===== src/rtl/satlb_pkg.sv =====
package satlb_pkg;

  localparam int FIELD_W     = 48;
  localparam int AGE_OUT_W   = 3;
  localparam int IN_TDATA_W  = 104;
  localparam int OUT_TDATA_W = 104;

  // input beat layout
  localparam int IN_OP_LSB  = 0;
  localparam int IN_VA_LSB  = 2;
  localparam int IN_WP_LSB  = 50;
  localparam int IN_FLT_BIT = 98;

  // result beat layout
  localparam int OUT_ST_LSB  = 0;
  localparam int OUT_PA_LSB  = 2;
  localparam int OUT_AGE_LSB = 50;
  localparam int OUT_WR_LSB  = 53;
  localparam int OUT_PAD_LSB = 101;

  typedef enum logic [1:0] {
    OP_XLATE  = 2'd0,
    OP_REFILL = 2'd1,
    OP_PEEK   = 2'd2,
    OP_CLEAR  = 2'd3
  } opcode_t;

  typedef enum logic [1:0] {
    ST_OK    = 2'd0,
    ST_MISS  = 2'd1,
    ST_FAULT = 2'd2,
    ST_DONE  = 2'd3
  } status_t;

endpackage


===== src/rtl/satlb_ram.sv =====
module satlb_ram #(
  parameter int WIDTH = 8,
  parameter int DEPTH = 16
) (
  input  logic                                     clk,
  input  logic                                     we,
  input  logic [(DEPTH > 1 ? $clog2(DEPTH) : 1)-1:0] waddr,
  input  logic [WIDTH-1:0]                         wdata,
  input  logic                                     re,
  input  logic [(DEPTH > 1 ? $clog2(DEPTH) : 1)-1:0] raddr,
  output logic [WIDTH-1:0]                         rdata
);

  logic [WIDTH-1:0] mem [DEPTH];
  logic [WIDTH-1:0] rdata_r;

  always_ff @(posedge clk) begin
    if (we) begin
      mem[waddr] <= wdata;
    end
    if (re) begin
      rdata_r <= mem[raddr];
    end
  end

  assign rdata = rdata_r;

endmodule


===== src/rtl/set_assoc_tlb_age_lru.sv =====
// an input beat is held in the input stage, then its result in the result register
// throughput: one beat per cycle unless stalled; ways are read in parallel from per-way
// rams, the last write is forwarded, so back-to-back beats to one set see fresh entries
// reset: synchronous, active low; clears all valid bits and pipeline valids at once,
// so the buffer is usable in the first cycle after reset with no clearing pass
module set_assoc_tlb_age_lru
  import satlb_pkg::*;
#(
  parameter int NUM_SETS         = 16,  // power of two
  parameter int NUM_WAYS         = 4,
  parameter int PAGE_OFFSET_BITS = 12,
  parameter int ADDR_BITS        = 48
) (
  input  logic                   clk,
  input  logic                   rst_n,
  input  logic                   in_tvalid,
  output logic                   in_tready,
  // opcode, virt_addr, walk_page_addr, walk_fault, zero pad
  input  logic [IN_TDATA_W-1:0]  in_tdata,
  output logic                   out_tvalid,
  input  logic                   out_tready,
  // status, phys_addr, age_rank, walk_request_addr, zero pad
  output logic [OUT_TDATA_W-1:0] out_tdata
);

  localparam int VPN_W = ADDR_BITS - PAGE_OFFSET_BITS;
  localparam int SET_W = (NUM_SETS > 1) ? $clog2(NUM_SETS) : 1;
  localparam int WAY_W = (NUM_WAYS > 1) ? $clog2(NUM_WAYS) : 1;
  localparam int AGE_W = $clog2(NUM_WAYS + 1);
  localparam int ENT_W = AGE_W + 2 * VPN_W;

  typedef struct packed {
    logic [AGE_W-1:0] age;
    logic [VPN_W-1:0] vpn;
    logic [VPN_W-1:0] ppn;
  } ent_t;

  // input stage
  logic                 s1_valid_r, s1_valid_nxt;
  opcode_t              s1_op_r, s1_op_nxt;
  logic [ADDR_BITS-1:0] s1_va_r, s1_va_nxt;
  logic [ADDR_BITS-1:0] s1_wp_r, s1_wp_nxt;
  logic                 s1_fault_r, s1_fault_nxt;

  // result register
  logic                 out_valid_r, out_valid_nxt;
  status_t              out_status_r, out_status_nxt;
  logic [FIELD_W-1:0]   out_pa_r, out_pa_nxt;
  logic [AGE_OUT_W-1:0] out_age_r, out_age_nxt;
  logic [FIELD_W-1:0]   out_wreq_r, out_wreq_nxt;

  // valid bits, one per entry
  logic [NUM_WAYS-1:0] vld_r [NUM_SETS];
  logic [NUM_WAYS-1:0] vld_nxt [NUM_SETS];

  // last ram write, forwarded to a read issued in the same cycle
  logic [NUM_WAYS-1:0] fwd_we_r, fwd_we_nxt;
  logic [SET_W-1:0]    fwd_set_r, fwd_set_nxt;
  ent_t                fwd_ent_r [NUM_WAYS];
  ent_t                fwd_ent_nxt [NUM_WAYS];

  logic                 in_fire, adv;
  logic [ADDR_BITS-1:0] in_va;
  logic [SET_W-1:0]     in_set;

  logic [VPN_W-1:0]            s1_vpn, s1_wvpn;
  logic [PAGE_OFFSET_BITS-1:0] s1_off;
  logic [SET_W-1:0]            s1_set;
  logic [NUM_WAYS-1:0]         s1_vld;

  ent_t                ram_q [NUM_WAYS];
  ent_t                rd_ent [NUM_WAYS];
  logic [AGE_W-1:0]    eff_age [NUM_WAYS];
  logic [NUM_WAYS-1:0] hit_vec;
  logic                hit_any;
  logic [WAY_W-1:0]    hit_way;
  logic [WAY_W-1:0]    vic_way;
  logic                vic_found;
  logic [WAY_W-1:0]    tgt_way;
  logic                touch_en;
  logic [NUM_WAYS-1:0] we_vec;
  ent_t                wr_ent [NUM_WAYS];
  logic                vld_any;

  assign adv       = s1_valid_r && (!out_valid_r || out_tready);
  assign in_tready = !s1_valid_r || adv;
  assign in_fire   = in_tvalid && in_tready;

  assign in_va  = ADDR_BITS'(in_tdata[IN_VA_LSB +: FIELD_W]);
  assign in_set = SET_W'(in_va[ADDR_BITS-1:PAGE_OFFSET_BITS] & VPN_W'(NUM_SETS - 1));

  assign s1_vpn  = s1_va_r[ADDR_BITS-1:PAGE_OFFSET_BITS];
  assign s1_off  = s1_va_r[PAGE_OFFSET_BITS-1:0];
  assign s1_wvpn = s1_wp_r[ADDR_BITS-1:PAGE_OFFSET_BITS];
  assign s1_set  = SET_W'(s1_vpn & VPN_W'(NUM_SETS - 1));
  assign s1_vld  = vld_r[s1_set];

  // one ram per way, addressed by set
  for (genvar g = 0; g < NUM_WAYS; g++) begin : g_way
    satlb_ram #(
      .WIDTH(ENT_W),
      .DEPTH(NUM_SETS)
    ) u_ram (
      .clk  (clk),
      .we   (we_vec[g]),
      .waddr(s1_set),
      .wdata(wr_ent[g]),
      .re   (in_fire),
      .raddr(in_set),
      .rdata(ram_q[g])
    );
  end

  // way read, compare and victim pick
  always_comb begin
    for (int w = 0; w < NUM_WAYS; w++) begin
      rd_ent[w]  = (fwd_we_r[w] && fwd_set_r == s1_set) ? fwd_ent_r[w] : ram_q[w];
      eff_age[w] = s1_vld[w] ? rd_ent[w].age : '0;
      hit_vec[w] = s1_vld[w] && rd_ent[w].vpn == s1_vpn;
    end
    hit_any = |hit_vec;
    hit_way = '0;
    for (int w = NUM_WAYS - 1; w >= 0; w--) begin
      if (hit_vec[w]) begin
        hit_way = WAY_W'(w);
      end
    end
    vic_way   = '0;
    vic_found = 1'b0;
    for (int w = 0; w < NUM_WAYS; w++) begin
      if (!vic_found && !s1_vld[w]) begin
        vic_way   = WAY_W'(w);
        vic_found = 1'b1;
      end
    end
    if (!vic_found) begin
      for (int w = 1; w < NUM_WAYS; w++) begin
        if (eff_age[w] > eff_age[vic_way]) begin
          vic_way = WAY_W'(w);
        end
      end
    end
  end

  // result and state update
  always_comb begin
    out_status_nxt = ST_DONE;
    out_pa_nxt     = '0;
    out_age_nxt    = '0;
    out_wreq_nxt   = '0;
    touch_en       = 1'b0;
    tgt_way        = hit_any ? hit_way : vic_way;
    unique case (s1_op_r)
      OP_XLATE: begin
        if (hit_any) begin
          touch_en       = 1'b1;
          out_status_nxt = ST_OK;
          out_pa_nxt     = FIELD_W'({rd_ent[hit_way].ppn, s1_off});
        end else begin
          out_status_nxt = ST_MISS;
          out_wreq_nxt   = FIELD_W'({s1_vpn, {PAGE_OFFSET_BITS{1'b0}}});
        end
      end
      OP_REFILL: begin
        if (s1_fault_r) begin
          out_status_nxt = ST_FAULT;
        end else begin
          touch_en       = 1'b1;
          out_status_nxt = ST_OK;
          out_pa_nxt     = FIELD_W'({s1_wvpn, s1_off});
        end
      end
      OP_PEEK: begin
        if (hit_any) begin
          out_age_nxt = AGE_OUT_W'(eff_age[hit_way]);
        end
      end
      OP_CLEAR: begin
      end
    endcase

    for (int w = 0; w < NUM_WAYS; w++) begin
      wr_ent[w] = rd_ent[w];
      if (s1_vld[w] && eff_age[w] < AGE_W'(NUM_WAYS)) begin
        wr_ent[w].age = eff_age[w] + AGE_W'(1);
      end else begin
        wr_ent[w].age = eff_age[w];
      end
      if (WAY_W'(w) == tgt_way) begin
        wr_ent[w].age = AGE_W'(1);
        if (s1_op_r == OP_REFILL) begin
          wr_ent[w].vpn = s1_vpn;
          wr_ent[w].ppn = s1_wvpn;
        end
      end
      we_vec[w] = adv && touch_en && (s1_vld[w] || WAY_W'(w) == tgt_way);
    end

    vld_nxt = vld_r;
    if (adv && s1_op_r == OP_CLEAR) begin
      for (int s = 0; s < NUM_SETS; s++) begin
        vld_nxt[s] = '0;
      end
    end else if (adv && s1_op_r == OP_REFILL && !s1_fault_r) begin
      vld_nxt[s1_set][tgt_way] = 1'b1;
    end

    vld_any = 1'b0;
    for (int s = 0; s < NUM_SETS; s++) begin
      vld_any = vld_any | (|vld_r[s]);
    end
  end

  // pipeline next values
  always_comb begin
    s1_valid_nxt = in_fire ? 1'b1 : (adv ? 1'b0 : s1_valid_r);
    s1_op_nxt    = in_fire ? opcode_t'(in_tdata[IN_OP_LSB +: 2]) : s1_op_r;
    s1_va_nxt    = in_fire ? in_va : s1_va_r;
    s1_wp_nxt    = in_fire ? ADDR_BITS'(in_tdata[IN_WP_LSB +: FIELD_W]) : s1_wp_r;
    s1_fault_nxt = in_fire ? in_tdata[IN_FLT_BIT] : s1_fault_r;

    out_valid_nxt = adv ? 1'b1 : (out_tready ? 1'b0 : out_valid_r);

    fwd_we_nxt  = adv ? we_vec : fwd_we_r;
    fwd_set_nxt = adv ? s1_set : fwd_set_r;
    for (int w = 0; w < NUM_WAYS; w++) begin
      fwd_ent_nxt[w] = adv ? wr_ent[w] : fwd_ent_r[w];
    end
  end

  always_ff @(posedge clk) begin
    if (!rst_n) begin
      s1_valid_r  <= 1'b0;
      s1_op_r     <= OP_XLATE;
      out_valid_r <= 1'b0;
      fwd_we_r    <= '0;
      for (int s = 0; s < NUM_SETS; s++) begin
        vld_r[s] <= '0;
      end
    end else begin
      s1_valid_r  <= s1_valid_nxt;
      s1_op_r     <= s1_op_nxt;
      out_valid_r <= out_valid_nxt;
      fwd_we_r    <= fwd_we_nxt;
      vld_r       <= vld_nxt;
    end
  end

  always_ff @(posedge clk) begin
    s1_va_r    <= s1_va_nxt;
    s1_wp_r    <= s1_wp_nxt;
    s1_fault_r <= s1_fault_nxt;
    fwd_set_r  <= fwd_set_nxt;
    fwd_ent_r  <= fwd_ent_nxt;
    if (adv) begin
      out_status_r <= out_status_nxt;
      out_pa_r     <= out_pa_nxt;
      out_age_r    <= out_age_nxt;
      out_wreq_r   <= out_wreq_nxt;
    end
  end

  assign out_tvalid = out_valid_r;
  assign out_tdata  = {
    {(OUT_TDATA_W - OUT_PAD_LSB){1'b0}},
    out_wreq_r,
    out_age_r,
    out_pa_r,
    out_status_r
  };

`ifndef SYNTHESIS
  a_no_dup_hit: assert property (@(posedge clk) disable iff (!rst_n)
    s1_valid_r |-> $onehot0(hit_vec))
    else $error("more than one way hits in a set");

  a_clear_empties: assert property (@(posedge clk) disable iff (!rst_n)
    (adv && s1_op_r == OP_CLEAR) |=> !vld_any)
    else $error("valid bits left after clear");

  a_refill_sets_valid: assert property (@(posedge clk) disable iff (!rst_n)
    (adv && s1_op_r == OP_REFILL && !s1_fault_r) |=> vld_r[$past(s1_set)][$past(tgt_way)])
    else $error("refilled way not valid");
`endif

endmodule


===== config.mk =====
export PLATFORM = sky130hd
export DESIGN_NAME = set_assoc_tlb_age_lru
export DESIGN_NICKNAME = d
export VERILOG_FILES = /design/src/rtl/satlb_pkg.sv /design/src/rtl/satlb_ram.sv /design/src/rtl/set_assoc_tlb_age_lru.sv
export SDC_FILE = /design/constraint.sdc
export NUM_CORES = 2
export LEC_CHECK = 0
export BUFFER_PORTS_ARGS = -buffer_cell sky130_fd_sc_hd__buf_2
export CAP_MARGIN = 0
export CORE_MARGIN = 5
export CORE_UTILIZATION = 46
export DETAILED_ROUTE_END_ITERATION = 10
export GPL_TIMING_DRIVEN = 0
export SLEW_MARGIN = 20
export SYNTH_ARGS = -nofsm -noshare
export SYNTH_HDL_FRONTEND = slang
export SYNTH_MEMORY_MAX_BITS = 65536
export SYNTH_SLANG_ARGS = --single-unit

===== constraint.sdc =====
create_clock -name clk -period 9.95 [get_ports clk]
set_input_delay 1.4925 -clock clk [delete_from_list [all_inputs] [get_ports clk]]
set_output_delay 1.4925 -clock clk [all_outputs]
set_load 0.01 [all_outputs]

==> impl_metrics.ini <==
[status]
outcome = completed

[finish]
final_cell_mix = 5,578 x edfxtp_1, 1,458 x mux4_2, 590 x clkbuf_16
multiInputGateArea_um2 = 49970
fillers = 35458
layout.nets = 11591
finish.utilization = 0.5481
drive_gt1_frac = 0.3091
syn2layout_area_growth_pct = 18.67
seq_area_um2 = 168900
layout.cells.most_common = edfxtp_1

[die]
ioPinCount = 214
die_h_um = 700.4
die-area_um2 = 490600
initial_core_util = 0.4618
coreArea_um2 = 474800
num_rows = 253
die_w_um = 700.4

[routing]
dr_total_vias = 118233
dr.pass1.iters = 8
drtIter0Drc = 17393
wl_per_cell_um = 39.88
drc = 0
drt_wl_total_mm = 728.9
vias_per_cell = 6.469
ant_nets = 0

[worst_setup_path]
cp.required_ps = 10710
critical_path.slowest_cell = and4_4
r2r_cells = 42
cp.arrival_ps = 10500
crit_path_end_kind = flip-flop
slowest_delay_ps = 420
critical_path.max_fanout = 17
critPathLaunchType = flip-flop
critPathKind = reg -> reg

[pwr]
pwr-share-comb = 0.060
peakVddDrop_v = 0.0001530
power.switching_uw = 11510
leakagePower_uw = 0.08371
p_sw_frac = 0.2239
p_int_uw = 39890
p_seq_frac = 0.522
power_density_nw_per_um2 = 197.5
clock_power_share = 0.418

[yosys]
ys_seq_elements = 5650
synth_simple_gate_area_frac = 0.02626
ys_seq_area_frac = 0.7704
yosys_warnings = 0
synthFlopType = edfxtp_1
synth_area_um2 = 219300
synth_top_family_by_area = multiplexers
synthCells = 10185
async_reset_ff_frac = 0
ys_types = 85
synthAdderAreaFrac = 0.0007417
muxShareOfSynthArea = 0.1649
synth_compound_area_frac = 0.02157
synth_edf_count = 5578
synth.avg_cell_area_um2 = 21.53
synth_xor_area_frac = 0.004342

[cts]
clk_latency_ps = 1090
cts_buffer_depth = 4
numClockSinks = 5650
root_buffer = clkbuf_16
hold_buffers = 0
htreeDepth = 6
cts_tree = done
numCtsBuffers = 575
clk_pin_slew_ps = 60

[min_path]
holdPathStages = 2
hold_class = reg -> reg

[global_routing]
grt_pass1_wl_mm = 979.0
overflow = 0
antenna_found_initial = 100
gr-usage-all-layers = 0.2933
grt_start_max_net_pins = 87
grt_pass1_vias = 114630

[timing]
drv_slew = 0
period_minus_slack_ps = 9740
max_slew.worst_pin.slew_ps = 1392
fmax_mhz = 102.7
fin_crit_sh = 0.9789
relSlewSlack = 0.04527
fin_skew_ps = 66.52
fin_ws_ps = 210.1
finalSetupViolCount = 0
finalHoldViolCount = 0

[place]
post-place-ws_ps = -1793
place_congestion = 0.9644
io_buffers = 181
dp_hpwl_mm = 505.7

[run]
cap_viol_max_count = 0
==> power by group through the flow <==
stage | logic, uW | registers (uW) | clock network, uW
CTS | 2990 | 26800 | 21700
finish | 3080 | 26800 | 21500
detailed placement | 2960 | 27300 | 0
global placement | 2660 | 27500 | 0
global route | 3190 | 26800 | 22700
floorplan | 1540 | 27200 | 0
==> registers in the layout, summed over array words and instances, names as in the netlist, 4 cells and up <==
register           flops
fwd_ent_r            300
fwd_set_r              4
fwd_we_r               4
g_way.u_ram.mem     4800
g_way.u_ram.rdata    300
out_pa_r              48
out_wreq_r            36
s1_va_r               48
s1_wp_r               36
vld_r                 64
==> repair_timing <==
action | 4_1_cts | 5_1_grt
pin swaps | 15 | 7
buffers inserted | 29 | 13
resized for setup | 136 | 84
endpoints found under the setup margin | 9900 | 7612
==> final timing paths <==
kind | end | from | slack (ps)
worst max-delay path | g_way[1].u_ram.mem[9][70] | s1_va_r[15] | 210
worst min-delay path | vld_r[12] | vld_r[12] | 450
worst max register to register | g_way[1].u_ram.mem[9][70] | s1_va_r[15] | 210
worst min register to register | vld_r[12] | vld_r[12] | 450
==> cell usage after synthesis (7+ instances only) <==
master / number / area [um^2]
buf_2: 67 / 335.3
a21oi_1: 334 / 1672
nand2_1: 376 / 1411
mux4_2: 1458 / 32840
and3_1: 59 / 369.1
nor4_1: 46 / 287.8
nand4_1: 29 / 181.4
clkbuf_1: 366 / 1374
edfxtp_1: 5578 / 167500
or3_1: 12 / 75.07
a31oi_1: 62 / 387.9
xor2_1: 21 / 183.9
mux2_2: 34 / 382.9
o21a_1: 27 / 202.7
o21ai_1: 27 / 135.1
a22oi_1: 38 / 285.3
nor3_1: 32 / 160.2
a21boi_0: 29 / 217.7
nand4b_1: 8 / 70.07
mux2_1: 36 / 405.4
o22ai_1: 30 / 187.7
nor4b_1: 8 / 70.07
nand3_1: 57 / 285.3
nor2_1: 416 / 1562
a211oi_1: 78 / 585.6
and2_1: 17 / 106.4
buf_4: 26 / 195.2
nor2b_1: 86 / 538.0
o21ai_0: 77 / 385.4
dfxtp_1: 72 / 1441
xnor2_1: 84 / 735.7
or4_1: 11 / 82.58
o31ai_1: 18 / 135.1
inv_1: 24 / 90.09
a2111oi_0: 9 / 78.83
nand2b_1: 24 / 150.1
ha_1: 13 / 162.7
buf_1: 139 / 521.8
and4_1: 7 / 61.31
mux2i_1: 254 / 2542
==> metal layers <==
metal | vias to the layer above | track usage | part of all wire
met5 | - | 0.002816 | 0.00085
met4 | 66 | 0.1442 | 0.058
met3 | 1610 | 0.1120 | 0.13
met2 | 8069 | 0.4334 | 0.45
met1 | 63131 | 0.3829 | 0.36
li1 | 45357 | - | -
==> per-stage QoR <==
stage               setup TNS [ps]  area, um^2  hold slack (ps)  power (uW)  instances
finish                           0      260200            452.6       51390      18278
global route                 -3960      260000            478.8       52740      18194
CTS                              0      259100            453.8       51520      18164
detailed placement        -8579440      239700            441.0       30280      17097
global placement                 -      228100            430.4       30130      16627
floorplan                 -3219150      219300            419.6       28790      10199
==> cell families after synthesis <==
family	Yosys count
AOI/OAI and AO/OA	778
xor gates and xnor gates	107
adders and majority gates	13
buffers and inverters	629
DFF	5650
muxes	1782
other	1
and+or+nand+nor	1225
==> layout make-up <==
type | count | area share
sequential | 5650 | 0.6492
multi-input combinational | 3920 | 0.1920
clock buffer | 716 | 0.05867
timing repair buffer | 696 | 0.04526
tap | 6247 | 0.03004
clock inverter | 323 | 0.01247
buffer | 600 | 0.01094
antenna | 99 | 0.0009520
inverter | 27 | 0.0004471
==> critical path: cells and delay by family, from the launching register on <==
family,cells,cell delay (ps)
buffers and inverters,11,2750
and+or+nand+nor,14,2570
AOI/OAI and AO/OA,12,2360
adders and majority gates,3,750
DFF,1,350
muxes,1,260
xor gates and xnor gates,1,170
Power figures use the tool's default switching activity.
